File: config.mk
export PLATFORM = sky130hd
export DESIGN_NAME = fog_parameter_slew_fader_unit
export DESIGN_NICKNAME = d
export VERILOG_FILES = /design/src/rtl/core/fpsf_pkg.sv /design/src/rtl/core/fpsf_slew_lane.sv /design/src/rtl/core/fpsf_core.sv /design/src/rtl/core/fog_parameter_slew_fader_unit.sv
export SDC_FILE = /design/constraint.sdc
export NUM_CORES = 2
export LEC_CHECK = 0
export BUFFER_PORTS_ARGS = -buffer_cell sky130_fd_sc_hd__buf_4
export CAP_MARGIN = 25
export CORE_ASPECT_RATIO = 0.7
export CORE_MARGIN = 4
export CORE_UTILIZATION = 55
export CTS_BUF_LIST = sky130_fd_sc_hd__clkbuf_4 sky130_fd_sc_hd__clkbuf_8
export DETAILED_ROUTE_END_ITERATION = 12
export PLACE_DENSITY = 0.75
export SLEW_MARGIN = 20
export SYNTH_ARGS = -nofsm -noshare
export SYNTH_HDL_FRONTEND = slang
export SYNTH_HIERARCHICAL = 1
export SYNTH_SLANG_ARGS = --single-unit
File: constraint.sdc
create_clock -name clk -period 13.96 [get_ports clk]
set_clock_uncertainty 0.2 [all_clocks]
set_input_delay 2.094 -clock clk [delete_from_list [all_inputs] [get_ports clk]]
set_output_delay 2.094 -clock clk [all_outputs]
set_load 0.005 [all_outputs]
File: src/rtl/core/fpsf_pkg.sv
package fpsf_pkg;

  localparam int ACT_W   = 3;
  localparam int TIME_W  = 16;
  localparam int MODE_W  = 3;
  localparam int COLOR_W = 16;
  localparam int RANGE_W = 17;
  localparam int RATE_W  = 24;

  // full scale of a channel is 2^width LSBs, rates are Q8.16 full scales per second
  localparam int COLOR_SHIFT = 16;
  localparam int RANGE_SHIFT = 15;

  localparam logic [ACT_W-1:0] ACT_TICK    = 3'd0;
  localparam logic [ACT_W-1:0] ACT_SET     = 3'd1;
  localparam logic [ACT_W-1:0] ACT_FADE    = 3'd2;
  localparam logic [ACT_W-1:0] ACT_ROLL    = 3'd3;
  localparam logic [ACT_W-1:0] ACT_DISABLE = 3'd4;

  localparam logic [MODE_W-1:0]  MODE_NONE = '0;
  localparam logic [COLOR_W-1:0] MID_GRAY  = 16'd32768;
  localparam logic [RANGE_W-1:0] NEAR_RESET = '0;
  localparam logic [RANGE_W-1:0] FAR_RESET = 17'd16384;
  localparam logic [RANGE_W-1:0] ROLL_GOAL = 17'd65536;
  localparam logic [RATE_W-1:0]  RATE_MAX  = '1;

  typedef struct packed {
    logic [ACT_W-1:0]   action;
    logic [TIME_W-1:0]  elapsed;
    logic [MODE_W-1:0]  mode;
    logic [COLOR_W-1:0] red;
    logic [COLOR_W-1:0] green;
    logic [COLOR_W-1:0] blue;
    logic [RANGE_W-1:0] near;
    logic [RANGE_W-1:0] far;
    logic [RATE_W-1:0]  color_rate;
    logic [RATE_W-1:0]  near_rate;
    logic [RATE_W-1:0]  far_rate;
  } item_t;

  typedef struct packed {
    logic [MODE_W-1:0]  mode;
    logic [COLOR_W-1:0] red;
    logic [COLOR_W-1:0] green;
    logic [COLOR_W-1:0] blue;
    logic [RANGE_W-1:0] near;
    logic [RANGE_W-1:0] far;
  } result_t;

endpackage

File: src/rtl/core/fpsf_slew_lane.sv
module fpsf_slew_lane #(
  parameter int W     = fpsf_pkg::COLOR_W,
  parameter int SHIFT = fpsf_pkg::COLOR_SHIFT
) (
  input  logic [W-1:0]                    now,
  input  logic [W-1:0]                    goal,
  input  logic [fpsf_pkg::RATE_W-1:0]     rate,
  input  logic [fpsf_pkg::TIME_W-1:0]     elapsed,
  output logic [W-1:0]                    now_next,
  output logic                            arrived
);

  localparam int PW = fpsf_pkg::RATE_W + fpsf_pkg::TIME_W;
  localparam int SW = PW - SHIFT;

  logic [PW-1:0] prod;
  logic [SW-1:0] step;
  logic          up;
  logic [W-1:0]  span;

  assign prod = PW'(rate) * PW'(elapsed);
  assign step = prod[PW-1:SHIFT];
  assign up   = goal >= now;
  assign span = up ? (goal - now) : (now - goal);

  always_comb begin
    if (step < SW'(span)) begin
      arrived  = 1'b0;
      now_next = up ? (now + step[W-1:0]) : (now - step[W-1:0]);
    end else begin
      arrived  = 1'b1;
      now_next = goal;
    end
  end

endmodule

File: src/rtl/core/fpsf_core.sv
module fpsf_core (
  input  logic              clk,
  input  logic              rst,
  input  logic              en,
  input  fpsf_pkg::item_t   item,
  output fpsf_pkg::result_t result
);

  localparam int CW = fpsf_pkg::COLOR_W;
  localparam int RW = fpsf_pkg::RANGE_W;
  localparam int TW = fpsf_pkg::RATE_W;
  localparam int MW = fpsf_pkg::MODE_W;

  logic [CW-1:0] color_now [3];
  logic [CW-1:0] color_goal [3];
  logic [RW-1:0] near_now, far_now, near_goal, far_goal;
  logic [TW-1:0] color_rate, near_rate, far_rate;
  logic [MW-1:0] fog_mode;

  logic [CW-1:0] color_now_next [3];
  logic [CW-1:0] color_goal_next [3];
  logic [RW-1:0] near_now_next, far_now_next, near_goal_next, far_goal_next;
  logic [TW-1:0] color_rate_next, near_rate_next, far_rate_next;
  logic [MW-1:0] fog_mode_next;

  logic [CW-1:0] color_slew [3];
  logic [RW-1:0] near_slew, far_slew;
  logic [4:0]    arr;
  logic          all_arr;
  logic          tick_go;
  logic [CW-1:0] col_in [3];
  logic [TW-1:0] rate_dbl;

  assign col_in[0] = item.red;
  assign col_in[1] = item.green;
  assign col_in[2] = item.blue;

  for (genvar i = 0; i < 3; i++) begin : g_color
    fpsf_slew_lane #(.W(CW), .SHIFT(fpsf_pkg::COLOR_SHIFT)) u_lane (
      .now      (color_now[i]),
      .goal     (color_goal[i]),
      .rate     (color_rate),
      .elapsed  (item.elapsed),
      .now_next (color_slew[i]),
      .arrived  (arr[i])
    );
  end

  fpsf_slew_lane #(.W(RW), .SHIFT(fpsf_pkg::RANGE_SHIFT)) u_near (
    .now      (near_now),
    .goal     (near_goal),
    .rate     (near_rate),
    .elapsed  (item.elapsed),
    .now_next (near_slew),
    .arrived  (arr[3])
  );

  fpsf_slew_lane #(.W(RW), .SHIFT(fpsf_pkg::RANGE_SHIFT)) u_far (
    .now      (far_now),
    .goal     (far_goal),
    .rate     (far_rate),
    .elapsed  (item.elapsed),
    .now_next (far_slew),
    .arrived  (arr[4])
  );

  assign all_arr  = &arr;
  assign tick_go  = (item.action == fpsf_pkg::ACT_TICK) && (fog_mode != fpsf_pkg::MODE_NONE) &&
                    ((color_rate != '0) || (near_rate != '0) || (far_rate != '0));
  assign rate_dbl = item.near_rate[TW-1] ? fpsf_pkg::RATE_MAX : {item.near_rate[TW-2:0], 1'b0};

  always_comb begin
    color_now_next  = color_now;
    color_goal_next = color_goal;
    near_now_next   = near_now;
    far_now_next    = far_now;
    near_goal_next  = near_goal;
    far_goal_next   = far_goal;
    color_rate_next = color_rate;
    near_rate_next  = near_rate;
    far_rate_next   = far_rate;
    fog_mode_next   = fog_mode;
    unique case (item.action)
      fpsf_pkg::ACT_TICK: begin
        if (tick_go) begin
          color_now_next = color_slew;
          far_now_next   = far_slew;
          near_now_next  = (near_slew > far_slew) ? far_slew : near_slew;
          if (all_arr) begin
            color_rate_next = '0;
            near_rate_next  = '0;
            far_rate_next   = '0;
            if (near_slew == far_slew) fog_mode_next = fpsf_pkg::MODE_NONE;
          end
        end
      end
      fpsf_pkg::ACT_SET: begin
        fog_mode_next   = item.mode;
        color_now_next  = col_in;
        color_goal_next = col_in;
        near_now_next   = item.near;
        near_goal_next  = item.near;
        far_now_next    = item.far;
        far_goal_next   = item.far;
      end
      fpsf_pkg::ACT_FADE: begin
        if (fog_mode == fpsf_pkg::MODE_NONE) begin
          color_now_next = col_in;
          near_now_next  = item.far;
          far_now_next   = item.far;
        end
        fog_mode_next   = item.mode;
        color_goal_next = col_in;
        near_goal_next  = item.near;
        far_goal_next   = item.far;
        color_rate_next = item.color_rate;
        near_rate_next  = item.near_rate;
        far_rate_next   = item.far_rate;
      end
      fpsf_pkg::ACT_ROLL: begin
        near_rate_next  = item.near_rate;
        far_rate_next   = rate_dbl;
        near_goal_next  = fpsf_pkg::ROLL_GOAL;
        far_goal_next   = fpsf_pkg::ROLL_GOAL;
        color_rate_next = item.color_rate;
        color_goal_next = col_in;
      end
      fpsf_pkg::ACT_DISABLE: begin
        fog_mode_next = fpsf_pkg::MODE_NONE;
      end
      default: begin
      end
    endcase
  end

  always_ff @(posedge clk) begin
    if (rst) begin
      for (int i = 0; i < 3; i++) begin
        color_now[i]  <= fpsf_pkg::MID_GRAY;
        color_goal[i] <= fpsf_pkg::MID_GRAY;
      end
      near_now   <= fpsf_pkg::NEAR_RESET;
      far_now    <= fpsf_pkg::FAR_RESET;
      near_goal  <= fpsf_pkg::NEAR_RESET;
      far_goal   <= fpsf_pkg::FAR_RESET;
      color_rate <= '0;
      near_rate  <= '0;
      far_rate   <= '0;
      fog_mode   <= fpsf_pkg::MODE_NONE;
    end else if (en) begin
      color_now  <= color_now_next;
      color_goal <= color_goal_next;
      near_now   <= near_now_next;
      far_now    <= far_now_next;
      near_goal  <= near_goal_next;
      far_goal   <= far_goal_next;
      color_rate <= color_rate_next;
      near_rate  <= near_rate_next;
      far_rate   <= far_rate_next;
      fog_mode   <= fog_mode_next;
    end
  end

  assign result.mode  = fog_mode_next;
  assign result.red   = color_now_next[0];
  assign result.green = color_now_next[1];
  assign result.blue  = color_now_next[2];
  assign result.near  = (near_now_next > far_now_next) ? far_now_next : near_now_next;
  assign result.far   = far_now_next;

  a_rates_clear: assert property (@(posedge clk) disable iff (rst)
    en && tick_go && all_arr |=> color_rate == '0 && near_rate == '0 && far_rate == '0)
    else $error("rates not cleared after arrival");

  a_tick_clamp: assert property (@(posedge clk) disable iff (rst)
    en && tick_go |=> near_now <= far_now)
    else $error("near above far after tick");

  a_roll_mode: assert property (@(posedge clk) disable iff (rst)
    en && item.action == fpsf_pkg::ACT_ROLL |=> fog_mode == $past(fog_mode))
    else $error("roll out changed fog mode");

  a_hold: assert property (@(posedge clk) disable iff (rst)
    !en |=> $stable(fog_mode) && $stable(far_now) && $stable(near_rate))
    else $error("state moved without a transaction");

endmodule

File: src/rtl/core/fog_parameter_slew_fader_unit.sv
// Fog parameter slew fader.
// Input channel: in_valid/in_ready with one action per transaction (tick,
// set, fade, roll out, disable) and its operand fields. Output channel:
// out_valid/out_ready carrying the fog state after that action; every input
// transaction yields exactly one output transaction, in order.
// Timing: a transaction taken at a clock edge is registered, its state
// update and result are computed combinationally from the input register,
// and the result is loaded into the output register when it can advance.
// Throughput: one transaction per cycle while out_ready is high; the five
// 24x16 step multipliers and their distance compares sit between the input
// register and the state and result registers.
// Stall: while out_ready is low the result register holds, the input
// register holds its transaction, and in_ready drops once both are full.
// Reset (rst, synchronous): colors mid gray, near 0, far 16384, all rates
// zero, fog off; both pipeline registers empty.
module fog_parameter_slew_fader_unit (
  input  logic                             clk,
  input  logic                             rst,
  input  logic                             in_valid,
  output logic                             in_ready,
  input  logic [fpsf_pkg::ACT_W-1:0]       action,
  input  logic [fpsf_pkg::TIME_W-1:0]      elapsed,
  input  logic [fpsf_pkg::MODE_W-1:0]      mode_in,
  input  logic [fpsf_pkg::COLOR_W-1:0]     red_in,
  input  logic [fpsf_pkg::COLOR_W-1:0]     green_in,
  input  logic [fpsf_pkg::COLOR_W-1:0]     blue_in,
  input  logic [fpsf_pkg::RANGE_W-1:0]     near_in,
  input  logic [fpsf_pkg::RANGE_W-1:0]     far_in,
  input  logic [fpsf_pkg::RATE_W-1:0]      color_rate_in,
  input  logic [fpsf_pkg::RATE_W-1:0]      near_rate_in,
  input  logic [fpsf_pkg::RATE_W-1:0]      far_rate_in,
  output logic                             out_valid,
  input  logic                             out_ready,
  output logic [fpsf_pkg::MODE_W-1:0]      mode_out,
  output logic [fpsf_pkg::COLOR_W-1:0]     red_out,
  output logic [fpsf_pkg::COLOR_W-1:0]     green_out,
  output logic [fpsf_pkg::COLOR_W-1:0]     blue_out,
  output logic [fpsf_pkg::RANGE_W-1:0]     near_out,
  output logic [fpsf_pkg::RANGE_W-1:0]     far_out
);

  fpsf_pkg::item_t   item;
  fpsf_pkg::result_t res_next;
  fpsf_pkg::result_t res;
  logic              item_valid;
  logic              advance;
  logic              in_take;

  assign advance  = item_valid && (!out_valid || out_ready);
  assign in_ready = !item_valid || advance;
  assign in_take  = in_valid && in_ready;

  always_ff @(posedge clk) begin
    if (rst) begin
      item_valid <= 1'b0;
      out_valid  <= 1'b0;
    end else begin
      if (in_take) item_valid <= 1'b1;
      else if (advance) item_valid <= 1'b0;
      if (advance) out_valid <= 1'b1;
      else if (out_ready) out_valid <= 1'b0;
    end
  end

  always_ff @(posedge clk) begin
    if (in_take) begin
      item.action     <= action;
      item.elapsed    <= elapsed;
      item.mode       <= mode_in;
      item.red        <= red_in;
      item.green      <= green_in;
      item.blue       <= blue_in;
      item.near       <= near_in;
      item.far        <= far_in;
      item.color_rate <= color_rate_in;
      item.near_rate  <= near_rate_in;
      item.far_rate   <= far_rate_in;
    end
    if (advance) res <= res_next;
  end

  fpsf_core u_core (
    .clk    (clk),
    .rst    (rst),
    .en     (advance),
    .item   (item),
    .result (res_next)
  );

  assign mode_out  = res.mode;
  assign red_out   = res.red;
  assign green_out = res.green;
  assign blue_out  = res.blue;
  assign near_out  = res.near;
  assign far_out   = res.far;

  a_near_le_far: assert property (@(posedge clk) disable iff (rst)
    out_valid |-> near_out <= far_out)
    else $error("reported near above far");

endmodule

Yosys cells after proc, flatten, opt, wreduce, memory -nomap -nowiden
Cells that the tools add are included.
- reduce and logical (&&, ||, !) cells: 29
- $mul: 3
- add/subtract/negate cells: 20
- eq/ne operators: 7
- $lt $le $gt $ge: 12
- mux-type cells: 47
- operator list (cell ; count):
    $mux 17 ; 12
    $mux 16 ; 9
    $pmux 48 s3 ; 1
    $sub 16x16->16 ; 9
    $mul 24x16->40 ; 3
    $pmux 17 s3 ; 2
    $sub 17x17->17 ; 6
    $mux 48 ; 2
    $pmux 24 s2 ; 2
    $lt 24x16->1 ; 3
    $mux 24 ; 3
    $pmux 24 s3 ; 1
    $reduce_bool 24->1 ; 3
    $pmux 17 s2 ; 2
    $lt 25x17->1 ; 2
    $add 16x16->16 ; 3
    $ge 16x16->1 ; 3
    $add 17x17->17 ; 2
    $ge 17x17->1 ; 2
    $gt 17x17->1 ; 2
    $eq 17x17->1 ; 1
    $mux 1 ; 9
    $mux 3 ; 3
    $pmux 3 s3 ; 1
    15 further kinds ; 32
- bits in registers: 502
- logic and storage cells: 151
- input port bits: 180

Longest topological paths before layout
- depth in word-level cells: 10
- mapped depth: 59
- depth with buffers taken out: 54

Hierarchy
The synthesis kept the hierarchy.
- by module, submodules not included (module ; area an instance (sq um) ; cells an instance ; instances ; seq. area each (sq um)):
    fpsf_slew_lane (u_core.g_color[2].u_lane) ; 15265.9 ; 1823 ; 1 ; 0.0
    fpsf_slew_lane (u_core.u_far) ; 15263.4 ; 1842 ; 1 ; 0.0
    fpsf_slew_lane (u_core.g_color[0].u_lane) ; 15199.6 ; 1832 ; 1 ; 0.0
    fpsf_slew_lane (u_core.u_near) ; 15110.7 ; 1814 ; 1 ; 0.0
    fpsf_slew_lane (u_core.g_color[1].u_lane) ; 14866.8 ; 1750 ; 1 ; 0.0
    fpsf_core ; 13818.3 ; 1848 ; 1 ; 4784.6
    fog_parameter_slew_fader_unit ; 7941.4 ; 271 ; 1 ; 7877.6

Worst setup path before layout
No wires, ideal clock.
- path kind: reg-to-reg
- start point: reg item[165] (netlist name)
- end point: reg res (netlist bit near_out[14]) (data pin)
- cell stages (with the launch flop): 52
- buffers on the path: 3
- period minus slack after synthesis: 12.849 ns
- library setup time: 0.260 ns
- setup slack: 1.111 ns
- data arrival time: 12.390 ns
- cells stage by stage: edfxtp_1 > clkbuf_1 > nand2_1 > fa_1 > inv_1 > fa_1 > inv_1 > fa_1 > inv_1 > fa_1 > fa_1 > inv_1 > fa_1 > inv_1 > ha_1 > and3_1 > a221oi_1 > a31oi_1 > (+16 left out) > mux2_2 > ha_1 > nand4_1 > nor2_1 > a211o_1 > o31a_1 > buf_6 > mux2_2 > a221oi_2 > nor2_1 > ha_1 > a21oi_1 > o21ai_0 > a221oi_1 > a21oi_1 > o21ai_1 > clkbuf_1 > mux2_2
- RTL lines (what ; RTL line ; text):
    to (signal assigned) ; fog_parameter_slew_fader_unit.sv:79 ; if (advance) res <= res_next;
    to (decl) ; fog_parameter_slew_fader_unit.sv:44 ; fpsf_pkg::result_t res;

==> summary.md <==
| Metric | Value |
|---|---|
| I/O pins | `267` |
| DRC violations left | `0` |
| CP arrival | `13.92 ns` |
| Layout Cells excl Fill | `13710` |
| Yosys cell types | `121` |
| Most area-consuming cells after synthesis | `fa_1 (32%), ha_1 (12%), edfxtp_1 (8.0%)` |
| CP Class | `register to register` |
| Filler Cells Inserted | `15020` |
| Post-synth top area cell | `fa_1` |
| Synth Flop Type | `edfxtp_1` |
| Final hold vios | `0` |
| Crit share post-route | `96.54%` |
| Worst-Skew Late Latency | `0.93 ns` |
| Max-Slew Margin vs Limit | `19.83%` |
| Initial antenna violation count | `18` |
| Clock sink total | `502` |
| Vias per inst | `6.031` |
| Post-layout nets | `13900` |
| Count leader, synth | `inv_1` |
| Hold WS | `0.2826 ns` |
| Pwr dens | `83.87 nW/um^2` |
| Worst Hold Path EP | `u_core/color_goal[24]$_SDFFE_PP0P_` |
| Reg-to-reg slack, setup | `0.48 ns` |
| CP Data Required Time | `14.40 ns` |
| Clk Tree Root Cell | `clkbuf_8` |
| Worst Hold Depth | `2` |
| Cells after Synth | `11180` |
| TritonCTS clock tree | `done` |
| Pin count of the biggest net entering global routing | `87` |
| Complex-gate fraction of the synthesized area | `13.09%` |
| Post-synth EDFFs | `261` |
| Largest family of logic cells by synthesized area | `adder cells` |
| Worst r2r src | `item[162]$_DFFE_PP_` |
| Yosys top cell area share | `31.63%` |
| P_int | `4.726 mW` |
| Crit path launch type | `register` |
| H-tree depth | `3` |
| IO buf count | `266` |
| Seq cells post-synth | `502` |
| Initial core utilization | `55.68%` |
| Row count | `128` |
| Post-Synth Adder-Cell Area | `43.35%` |
| Outcome | `completed` |
| Clock transition at the registers of the reported paths | `0.08 ns` |
| VDD IR-drop max | `88.39 uV` |
| Final wirelength | `327300 um` |
| CTS Buf Count | `93` |
| Sequential fraction of the synthesis area | `12.99%` |
| Max clock buf depth | `3` |
| Max Cap Viol | `0` |
| Hold path startpoint | `u_core/color_goal[24]$_SDFFE_PP0P_` |
| Worst Hold Class | `register to register` |
| Crit path max-delay cell type | `o21ai_0` |
| Grt ovf | `0` |
| First-pass GRT wire length | `503800 um` |
| FF-to-FF End | `near_out[13]$_DFFE_PP_` |
| Core Area | `175000 um^2` |
| Dpl cells | `13500` |
| Synth Net Count | `13810` |
| Worst r2r path cells | `51` |
| Hold buffer count at cts | `0` |
| Post-synthesis mux area share | `1.846%` |
| Power share of the clock group | `21.6%` |
| Commonest cells post-synth | `inv_1 (1976), nand2_1 (1543), fa_1 (1540)` |
| Initial DRC Count | `9424` |
| Design Power | `8.818 mW` |
| Die H | `360.2 um` |
| Fraction of layout instances using a drive strength above 1 | `8.122%` |
| P_sw | `4.091 mW` |
| All-Layer GR Usage | `35.30%` |
| DR WL/cell | `23.88 um` |
| Worst path most repeated cell | `fa_1` |
| Area growth syn-to-layout | `7.871%` |
| Die width | `511.2 um` |
| Routed Antenna Nets | `0` |
| DRT Pass-1 Iters | `7` |
| Syn avg cell area | `8.718 um^2` |
| Share of flip-flops with an asynchronous set or reset | `0%` |
| Switching Share | `46.40%` |
| Synth Area in Simple Gates | `16.02%` |
| Least-Margin Pin Slew | `1.198 ns` |
| HPWL after DPL | `250500 um` |
| DIE AREA | `184100 um^2` |
| Vias in the first global route | `83800` |
| Synth warn | `6` |
| Gate power share | `58.6%` |
| Leakage | `50.15 nW` |
| Synthesized area | `97470 um^2` |
| Crit end category | `register` |
| Fin. max-slew vios | `0` |
| Fmax | `0.07420 GHz` |
| Critical path's largest stage delay | `0.63 ns` |
| Post-layout min period | `13.48 ns` |
| Final setup viols | `0` |
| Final GP Congestion | `1.023` |
| Xor/xnor cell area share of the yosys netlist | `2.770%` |
| Via count | `82670` |
| Crit Path Max Fanout | `38` |
| Part of the power in registers | `19.8%` |
## flip-flops by register name, indices dropped and copies added (netlist names), 3 cells and up
| signal | count |
|---|---|
| u_core/far_now | 17 |
| u_core/near_rate | 24 |
| u_core/color_goal | 48 |
| u_core/color_now | 48 |
| blue_out | 16 |
| item | 176 |
| u_core/far_rate | 24 |
| red_out | 16 |
| mode_out | 3 |
| far_out | 17 |
| u_core/near_goal | 17 |
| u_core/far_goal | 17 |
| u_core/fog_mode | 3 |
| green_out | 16 |
| u_core/near_now | 17 |
| near_out | 17 |
| u_core/color_rate | 24 |
## through the flow
stage          setup slack (ns)  instance area (um^2)  setup TNS, ns  utilization [%]
2_1_floorplan             1.111                 97470              0                -
3_3_place_gp             0.3922                102500              0            58.53
3_5_place_dp             0.2820                102500              0            58.57
4_1_cts                  0.1514                104900              0            59.92
5_1_grt                -0.03472                105100        -0.1699            60.06
6_report                 0.4836                105100              0            60.06
## logic make-up (layout without fill, tap and decap cells)
group,count (synthesis),in the layout
xor gates and xnor gates,301,301
muxes,170,170
other,0,16
adders and majority gates,2453,2453
buffers and inverters,2529,2701
AOI/OAI and AO/OA,1946,1946
DFF,502,502
and+or+nand+nor,3279,3279
## power by group through the flow
stage | combinational (mW) | sequential [mW] | clock, mW
after floorplan | 3.38 | 1.73 | 0
after global placement | 4.86 | 1.78 | 0
after detailed placement | 4.94 | 1.78 | 0
after CTS | 4.98 | 1.75 | 1.93
after global routing | 5.56 | 1.75 | 2.00
final | 5.17 | 1.75 | 1.90
## layout by cell type (no fill, tap or decap), drive strengths merged, types with 241 or more instances in the layout
| master | count |
|---|---|
| a21oi | 635 |
| and2 | 759 |
| buf | 545 |
| dfxtp | 241 |
| edfxtp | 261 |
| fa | 1540 |
| ha | 912 |
| inv | 1984 |
| nand2 | 1543 |
| nor2 | 432 |
| o21ai | 378 |
## critical path: cells and delay by family (launching register included)
family	cells	cell delay, ns
adders and majority gates	11	4.59
buffers and inverters	10	1.11
muxes	4	1.09
AOI/OAI and AO/OA	21	4.70
DFF	1	0.57
xor gates and xnor gates	2	0.52
and+or+nand+nor	3	0.38
## repair_timing
action,4_1_cts,5_1_grt
buffers inserted,0,11
endpoints found under the hold margin,0,0
setup endpoints to repair,0,17
gates resized for setup,0,16
## routing by layer
layer  track usage, %  routed length [um]  vias to the layer above
li1                 -                   -                    36080
met1            52.10              141600                    40940
met2            48.23              129200                     5022
met3            13.12               46300                      626
met4            9.827               10150                        2
met5                0                 153                        -
## worst max-delay path by stage
stage / startpoint / end / slack [ns] / depth (start not counted)
6_report: item[162]$_DFFE_PP_ / near_out[13]$_DFFE_PP_ / 0.48 / 51
2_1_floorplan: item[165]$_DFFE_PP_ / near_out[14]$_DFFE_PP_ / 1.11 / 51
5_1_grt: item[162]$_DFFE_PP_ / near_out[16]$_DFFE_PP_ / -0.03 / 49
3_5_place_dp: u_core/near_rate[6]$_SDFFE_PP0P_ / near_out[16]$_DFFE_PP_ / 0.28 / 51
4_1_cts: item[162]$_DFFE_PP_ / near_out[13]$_DFFE_PP_ / 0.15 / 50
3_3_place_gp: item[162]$_DFFE_PP_ / near_out[14]$_DFFE_PP_ / 0.39 / 49
## final cells by class
class	count	area, um^2	share of cell area [%]
Multi-Input combinational cell	8149	75350	71.66
Timing Repair Buffer	546	4348	4.135
Clock inverter	52	789.5	0.7509
Tap cell	2340	2928	2.785
Inverter	1979	7428	7.065
Antenna cell	16	40.04	0.03808
Clock buffer	124	1569	1.492
Sequential cell	502	12690	12.07
(Power assumes the default switching activity.)
